`src/dert_pkg.sv`:
```
`default_nettype none

package dert_pkg;

    // input item kinds
    localparam logic [1:0] ACT_START = 2'd0;
    localparam logic [1:0] ACT_TICK  = 2'd1;
    localparam logic [1:0] ACT_EDGE  = 2'd2;

    // configuration register indexes
    localparam logic [1:0] CFG_PING_TIMEOUT = 2'd0;
    localparam logic [1:0] CFG_ECHO_TIMEOUT = 2'd1;
    localparam logic [1:0] CFG_SPEED_SCALE  = 2'd2;

    localparam int TMR_W     = 16;
    localparam int SCALE_W   = 16;
    localparam int DIST_W    = 14;
    localparam int DUR_LOW_W = 30;
    localparam int PROD_W    = DUR_LOW_W + SCALE_W;

    localparam logic [DIST_W-1:0] DIST_MAX = 14'd16383;

    // reset values of the configuration registers
    localparam logic [TMR_W-1:0]   PING_TIMEOUT_RST = 16'd50012;
    localparam logic [TMR_W-1:0]   ECHO_TIMEOUT_RST = 16'd23324;
    localparam logic [SCALE_W-1:0] SPEED_SCALE_RST  = 16'd11239;

    typedef enum logic [1:0] {
        ST_DONE      = 2'd0,
        ST_PING_TO   = 2'd1,
        ST_ECHO_TO   = 2'd2,
        ST_ECHO_ERR  = 2'd3
    } t_status;

    // pulse duration: saturation flag (duration >= 2^30) and low bits
    typedef struct packed {
        logic                 sat;
        logic [DUR_LOW_W-1:0] low;
    } t_dur;

endpackage

`default_nettype wire

```
`src/dert_mm_scale.sv`:
```
`default_nettype none

module dert_mm_scale (
    input  wire dert_pkg::t_dur                    i_dur,
    input  wire logic [dert_pkg::SCALE_W-1:0]      i_scale,
    output logic      [dert_pkg::DIST_W-1:0]       o_mm
);
    import dert_pkg::*;

    logic [PROD_W-1:0] prod;

    // duration times Q16 scale, then drop the fraction
    assign prod = PROD_W'(i_dur.low) * PROD_W'(i_scale);

    // zero scale gives zero distance; otherwise saturate at the largest distance
    always_comb begin
        if (i_scale == '0) begin
            o_mm = '0;
        end else if (i_dur.sat || (|prod[PROD_W-1:SCALE_W+DIST_W])) begin
            o_mm = DIST_MAX;
        end else begin
            o_mm = prod[SCALE_W+DIST_W-1:SCALE_W];
        end
    end

endmodule

`default_nettype wire

```
`src/dual_echo_range_timer.sv`:
```
`default_nettype none
// A result item shows on the master side once the item that causes it is accepted, through
// stage 1 (status and durations), then the scale multiply into the output register.
// Throughput: one input item per cycle unless a held result stalls; accepted items update timers.
// Reset (synchronous, active low) clears the measurement state, the tick counter and the
// pipeline, and loads the configuration registers with their default values.

module dual_echo_range_timer #(
    parameter int TIME_WIDTH = 32
) (
    input  wire logic                         i_clk,
    input  wire logic                         i_rst_n,

    input  wire logic                         i_cfg_we,
    input  wire logic [1:0]                   i_cfg_index,
    input  wire logic [dert_pkg::TMR_W-1:0]   i_cfg_data,

    input  wire logic                         s_axis_tvalid,
    output logic                              s_axis_tready,
    input  wire logic [7:0]                   s_axis_tdata,   // [0] side, [1] level
    input  wire logic [1:0]                   s_axis_tuser,   // [1:0] action

    output logic                              m_axis_tvalid,
    input  wire logic                         m_axis_tready,
    output logic [31:0]                       m_axis_tdata,   // [13:0] left mm, [27:14] right mm
    output logic [1:0]                        m_axis_tuser    // [1:0] status
);
    import dert_pkg::*;

    localparam int DUR_EXT_W = (TIME_WIDTH > DUR_LOW_W) ? TIME_WIDTH : DUR_LOW_W + 1;

    // configuration
    logic [TMR_W-1:0]   r_ping_to;
    logic [TMR_W-1:0]   r_echo_to;
    logic [SCALE_W-1:0] r_scale;

    // measurement state
    logic                  r_busy,      n_busy;
    logic [TIME_WIDTH-1:0] r_now,       n_now;
    logic [TMR_W-1:0]      r_ping_rem,  n_ping_rem;
    logic [TMR_W-1:0]      r_echo_rem [2];
    logic [TMR_W-1:0]      n_echo_rem [2];
    logic [1:0]            r_armed,     n_armed;
    logic [TIME_WIDTH-1:0] r_start [2];
    logic [TIME_WIDTH-1:0] n_start [2];
    logic [TIME_WIDTH-1:0] r_end [2];
    logic [TIME_WIDTH-1:0] n_end [2];
    logic [1:0]            r_end_seen,  n_end_seen;

    // result of the current item
    logic    res_valid;
    t_status res_status;
    t_dur    res_dur [2];

    // pipeline
    logic    r_s1_valid;
    t_status r_s1_status;
    t_dur    r_s1_dur [2];
    logic    r_m_valid;
    t_status r_m_status;
    logic [DIST_W-1:0] r_m_left;
    logic [DIST_W-1:0] r_m_right;

    logic [DIST_W-1:0] mm_left;
    logic [DIST_W-1:0] mm_right;

    logic       acc;
    logic       s1_adv;
    logic [1:0] in_action;
    logic       in_side;
    logic       in_level;
    logic       expired;
    logic [TIME_WIDTH-1:0] dur_raw [2];
    logic [DUR_EXT_W-1:0]  dur_ext [2];

    assign in_action = s_axis_tuser;
    assign in_side   = s_axis_tdata[0];
    assign in_level  = s_axis_tdata[1];

    // handshake: output register frees stage 1, stage 1 frees the input
    assign s1_adv        = !r_m_valid || m_axis_tready;
    assign s_axis_tready = !r_s1_valid || s1_adv;
    assign acc           = s_axis_tvalid && s_axis_tready;

    // next state and result for one item
    always_comb begin
        n_busy     = r_busy;
        n_now      = r_now;
        n_ping_rem = r_ping_rem;
        n_echo_rem = r_echo_rem;
        n_armed    = r_armed;
        n_start    = r_start;
        n_end      = r_end;
        n_end_seen = r_end_seen;
        res_valid  = 1'b0;
        res_status = ST_DONE;
        expired    = 1'b0;

        case (in_action)
            ACT_START: begin
                n_busy     = 1'b1;
                n_ping_rem = r_ping_to;
                n_echo_rem = '{default: '0};
                n_armed    = '0;
                n_start    = '{default: '0};
                n_end      = '{default: '0};
                n_end_seen = '0;
            end
            ACT_TICK: begin
                n_now = r_now + 1'b1;
                if (r_busy) begin
                    if (r_ping_rem <= TMR_W'(1)) begin
                        res_valid  = 1'b1;
                        res_status = ST_PING_TO;
                    end else begin
                        n_ping_rem = r_ping_rem - 1'b1;
                        for (int s = 0; s < 2; s++) begin
                            if (r_armed[s]) begin
                                if (r_echo_rem[s] <= TMR_W'(1)) begin
                                    expired = 1'b1;
                                end else begin
                                    n_echo_rem[s] = r_echo_rem[s] - 1'b1;
                                end
                            end
                        end
                        if (expired) begin
                            res_valid  = 1'b1;
                            res_status = ST_ECHO_TO;
                        end
                    end
                end
            end
            ACT_EDGE: begin
                if (r_busy) begin
                    if (in_level) begin
                        n_start[in_side] = r_now;
                        if (r_armed[in_side]) begin
                            res_valid  = 1'b1;
                            res_status = ST_ECHO_ERR;
                        end else begin
                            n_armed[in_side]    = 1'b1;
                            n_echo_rem[in_side] = r_echo_to;
                        end
                    end else begin
                        n_end[in_side]      = r_now;
                        n_armed[in_side]    = 1'b0;
                        n_echo_rem[in_side] = '0;
                        n_end_seen[in_side] = 1'b1;
                        if (r_end_seen[!in_side]) begin
                            res_valid  = 1'b1;
                            res_status = ST_DONE;
                        end
                    end
                end
            end
            default: begin
            end
        endcase

        // any result ends the measurement
        if (res_valid) begin
            n_busy     = 1'b0;
            n_ping_rem = '0;
            n_echo_rem = '{default: '0};
            n_armed    = '0;
        end
    end

    // pulse durations, modulo the time width; zero unless done
    always_comb begin
        for (int s = 0; s < 2; s++) begin
            dur_raw[s] = n_end[s] - n_start[s];
            dur_ext[s] = DUR_EXT_W'(dur_raw[s]);
            if (res_status == ST_DONE) begin
                res_dur[s].sat = |dur_ext[s][DUR_EXT_W-1:DUR_LOW_W];
                res_dur[s].low = dur_ext[s][DUR_LOW_W-1:0];
            end else begin
                res_dur[s] = '0;
            end
        end
    end

    // configuration writes
    always_ff @(posedge i_clk) begin
        if (!i_rst_n) begin
            r_ping_to <= PING_TIMEOUT_RST;
            r_echo_to <= ECHO_TIMEOUT_RST;
            r_scale   <= SPEED_SCALE_RST;
        end else if (i_cfg_we) begin
            case (i_cfg_index)
                CFG_PING_TIMEOUT: r_ping_to <= i_cfg_data;
                CFG_ECHO_TIMEOUT: r_echo_to <= i_cfg_data;
                CFG_SPEED_SCALE:  r_scale   <= i_cfg_data;
                default: begin
                end
            endcase
        end
    end

    // measurement state
    always_ff @(posedge i_clk) begin
        if (!i_rst_n) begin
            r_busy     <= 1'b0;
            r_now      <= '0;
            r_ping_rem <= '0;
            r_echo_rem <= '{default: '0};
            r_armed    <= '0;
            r_start    <= '{default: '0};
            r_end      <= '{default: '0};
            r_end_seen <= '0;
        end else if (acc) begin
            r_busy     <= n_busy;
            r_now      <= n_now;
            r_ping_rem <= n_ping_rem;
            r_echo_rem <= n_echo_rem;
            r_armed    <= n_armed;
            r_start    <= n_start;
            r_end      <= n_end;
            r_end_seen <= n_end_seen;
        end
    end

    // stage 1: status and durations
    always_ff @(posedge i_clk) begin
        if (!i_rst_n) begin
            r_s1_valid <= 1'b0;
        end else if (s_axis_tready) begin
            r_s1_valid <= acc && res_valid;
        end
    end

    always_ff @(posedge i_clk) begin
        if (acc) begin
            r_s1_status <= res_status;
            r_s1_dur    <= res_dur;
        end
    end

    dert_mm_scale u_scale_left (
        .i_dur   (r_s1_dur[0]),
        .i_scale (r_scale),
        .o_mm    (mm_left)
    );

    dert_mm_scale u_scale_right (
        .i_dur   (r_s1_dur[1]),
        .i_scale (r_scale),
        .o_mm    (mm_right)
    );

    // output register
    always_ff @(posedge i_clk) begin
        if (!i_rst_n) begin
            r_m_valid <= 1'b0;
        end else if (s1_adv) begin
            r_m_valid <= r_s1_valid;
        end
    end

    always_ff @(posedge i_clk) begin
        if (s1_adv && r_s1_valid) begin
            r_m_status <= r_s1_status;
            r_m_left   <= mm_left;
            r_m_right  <= mm_right;
        end
    end

    assign m_axis_tvalid = r_m_valid;
    assign m_axis_tuser  = r_m_status;
    assign m_axis_tdata  = {4'd0, r_m_right, r_m_left};

    // any result leaves the block idle
    a_result_idles: assert property (@(posedge i_clk) disable iff (!i_rst_n)
        (acc && res_valid) |=> !r_busy)
        else $error("block still busy after a result");

    // idle means no timer is running
    a_idle_disarmed: assert property (@(posedge i_clk) disable iff (!i_rst_n)
        !r_busy |-> (r_armed == 2'b00) && (r_ping_rem == '0))
        else $error("timer armed while idle");

    // error results carry zero distances
    a_error_zero: assert property (@(posedge i_clk) disable iff (!i_rst_n)
        (r_m_valid && (r_m_status != ST_DONE)) |-> (r_m_left == '0) && (r_m_right == '0))
        else $error("nonzero distance on an error result");

    // a stalled stage 1 item holds
    a_s1_hold: assert property (@(posedge i_clk) disable iff (!i_rst_n)
        (r_s1_valid && !s1_adv) |=> r_s1_valid && $stable(r_s1_status)
            && $stable(r_s1_dur[0]) && $stable(r_s1_dur[1]))
        else $error("stage 1 item lost under stall");

endmodule

`default_nettype wire

```
`config.mk`:
```
export PLATFORM = sky130hd
export DESIGN_NAME = dual_echo_range_timer
export DESIGN_NICKNAME = d
export VERILOG_FILES = /design/src/dert_pkg.sv /design/src/dert_mm_scale.sv /design/src/dual_echo_range_timer.sv
export SDC_FILE = /design/constraint.sdc
export NUM_CORES = 2
export LEC_CHECK = 0
export BUFFER_PORTS_ARGS = -buffer_cell sky130_fd_sc_hd__buf_2
export CAP_MARGIN = 0
export CELL_PAD_IN_SITES_DETAIL_PLACEMENT = 2
export CELL_PAD_IN_SITES_GLOBAL_PLACEMENT = 2
export CORE_ASPECT_RATIO = 0.6
export CORE_MARGIN = 1.5
export CORE_UTILIZATION = 45
export CTS_CLUSTER_SIZE = 20
export DETAILED_ROUTE_END_ITERATION = 6
export PLACE_DENSITY_LB_ADDON = 0.12
export RECOVER_POWER = 100
export SLEW_MARGIN = 10
export SYNTH_ARGS = -nofsm -noshare
export SYNTH_HDL_FRONTEND = slang
export SYNTH_SLANG_ARGS = --single-unit
```
`constraint.sdc`:
```
create_clock -name i_clk -period 16.45 [get_ports i_clk]
set_clock_uncertainty 0.2 [all_clocks]
set_input_delay 0.8225 -clock i_clk [delete_from_list [all_inputs] [get_ports i_clk]]
set_output_delay 0.8225 -clock i_clk [all_outputs]
set_load 0.03 [all_outputs]
```
==> metrics.yaml <==
status: "finished, violations left"
failed_checks: "max-capacitance violations, max-slew violations"
cts_tree: "done"
hold_buffers: 0
yosys_warnings: 0
cp_max_fo: 45
drt_first_pass_iters: 6
ioPinCount: 69
drc: 0
die_h_um: 261
hpwl_um: 136000
num_rows: 94
tns_ns: 0
relSlewSlack_pct: -183
place_area_um2: 51200
clk_pin_slew_ns: 0.07
routabilityCongestion: 0.826
cts_resized: 0
rsz0062_at_grt: "false"
grt_max_degree: 103
clock_path_buffers: 3
r2r-start: "r_scale[12]"
drive_gt1_share_pct: 3.33
synth.distinct_cells: 92
crit_path_cell_trace: "clkbuf_1 > nand2_1 > fa_1 > inv_1 > fa_1 > fa_1 > fa_1 > fa_1 > inv_1 > fa_1 > inv_1 > ha_1 > nand4_1 > or2_2 > or3_4 > a2111oi_4 > o2111ai_1 > nor2b_1 > o311ai_0 > nand4b_1 > nor4_1 > a31oi_1"
numClockSinks: 357
first_iter_violations: 2828
synthTopCellsByArea: "fa_1 (31%), dfxtp_1 (11%), ha_1 (7.6%)"
cp_slowest_cell: "clkbuf_1"
overflow: 0
vias: 41700
detail-route-antenna-nets: 0
dieArea_um2: 113000
min_from: "r_s1_status[1]"
syn_area_per_cell_um2: 8.65
syn_inst: 5771
critPathLaunch: "r_scale[12]"
final_area_um2: 52300
netlist.area_leader.share_pct: 31.3
startpoint_type: "register"
coreArea_um2: 110000
root_buffer: "clkbuf_16"
synthTopCellsByCount: "inv_1 (877), fa_1 (780), nand2_1 (774), and2_1 (548), clkbuf_1 (342)"
worst_pin_slew_ns: 4.25
seq_area_frac_synth_pct: 16.2
synth-main-ff-cell: "dfxtp_1"
cp-end-kind: "register"
syn_area_um2: 49900
antenna_found_initial: 3
cts_made_buffers: 40
hold_violations: 0
synth_seq_cells: 357
cp_num_buf_inv: 4
fin_crit_sh_pct: 74.7
grt_pass1_vias: 47400
synth_edf_count: 94
syn_to_final_growth_pct: 4.88
totalWireLength_um: 181000
synth_top_cell_by_area: "fa_1"
chipWidth_um: 433
setup_viol: 0
drv_slew: 776
criticalPathCategory: "reg -> reg"
holdCritPathClass: "reg -> reg"
cp.arrival_ns: 12.33
fmax_mhz: 81.3
period_needed_ns: 12.29
htree_levels: 2
port-buffer-count: 58
required_ns: 16.48
yosysMostFrequentCell: "inv_1"
viasPerCell: 5.89
cp_top_family: "adder cells"
cpPeakStageDelay_ns: 2.09
wl_per_cell_um: 25.6
drv_cap: 16
initial_core_util_pct: 45.5
final_nets: 6676
post_cts_buffers: 0
grt_first_pass_wirelength_um: 284000
crit_top_cell: "fa_1"
clkLatencyLatePin_ns: 0.62
track_usage_pct: 32.4
synthArstFlopShare_pct: 0
[final cells by class]
type / count / area, µm²
Sequential cell: 357 / 8110
Antenna cell: 2 / 5.00
Timing Repair Buffer: 110 / 586
Multi-Input combinational cell: 4173 / 37200
Tap cell: 1488 / 1860
Clock buffer: 51 / 1120
Inverter: 878 / 3300
Fill cell: 12000 / 57400
Clock inverter: 21 / 190
[cells in the final DEF, fill, tap and decap left out, types with 70 or more instances in the layout]
cell / n
o21ai_0: 129
inv_1: 876
a32oi_1: 70
dfxtp_1: 248
edfxtp_1: 94
nor3_1: 91
nand2_1: 773
nand3_1: 89
nor2_1: 276
nor3b_1: 71
a21oi_1: 222
fa_1: 780
xnor2_1: 74
and2_1: 525
ha_1: 301
[through the flow]
stage | hold WS, ns | utilization (%) | instances | setup slack [ns]
after global placement | 0.203 | 46.6 | 7006 | 7.56
after floorplan | 0.200 | - | 5774 | 9.03
final | 0.224 | 47.7 | 7080 | 4.16
after CTS | 0.222 | 47.8 | 7078 | 7.20
after global routing | 0.237 | 47.7 | 7079 | 3.56
after detailed placement | 0.210 | 46.6 | 7006 | 7.23
[cell families after synthesis]
logic type	share of synthesized area, %
xor gates and xnor gates	1.97
AOI/OAI and AO/OA	12.5
DFF	16.2
other	0.00752
adders and majority gates	38.9
buffers and inverters	9.42
and+or+nand+nor	20.8
muxes	0.253
[layer usage]
metal / routed length (µm) / track usage [%]
met5: 0 / 0
met4: 5100 / 9.09
met3: 10200 / 4.37
met2: 84100 / 53.3
met1: 81600 / 44.8
[worst reg2reg max path, cell delays in order, from the launching register on]
cell	delay, ns
dfxtp_1	1.15
clkbuf_1	2.11
nand2_1	0.35
fa_1	0.65
inv_1	0.06
fa_1	0.59
fa_1	0.47
fa_1	0.50
fa_1	0.50
inv_1	0.05
fa_1	0.47
inv_1	0.04
ha_1	0.45
nand4_1	0.19
or2_2	0.32
or3_4	0.38
a2111oi_4	0.42
o2111ai_1	0.24
nor2b_1	0.20
o311ai_0	0.58
nand4b_1	0.19
nor4_1	1.58
a31oi_1	0.24
[registers in the layout (all words and copies together), names as in the netlist]
signal         flops
m_axis_tuser       2
m_axis_tvalid      1
r_armed            2
r_busy             1
r_echo_rem        32
r_echo_to         16
r_end             64
r_end_seen         2
r_m_left          14
r_m_right         14
r_now             32
r_ping_rem        16
r_ping_to         16
r_s1_dur          62
r_s1_status        2
r_s1_valid         1
r_scale           16
r_start           64
[final timing paths]
kind,end,slack (ns),cells after the start
worst max-delay path,r_m_left[2],4.16,22
worst max register to register,r_m_left[2],4.16,22
worst min-delay path,m_axis_tuser[1],0.22,0
worst min register to register,m_axis_tuser[1],0.22,0
Power is not shown: default switching activity piles up to over one toggle a cycle in this logic, so the estimate is an artifact.
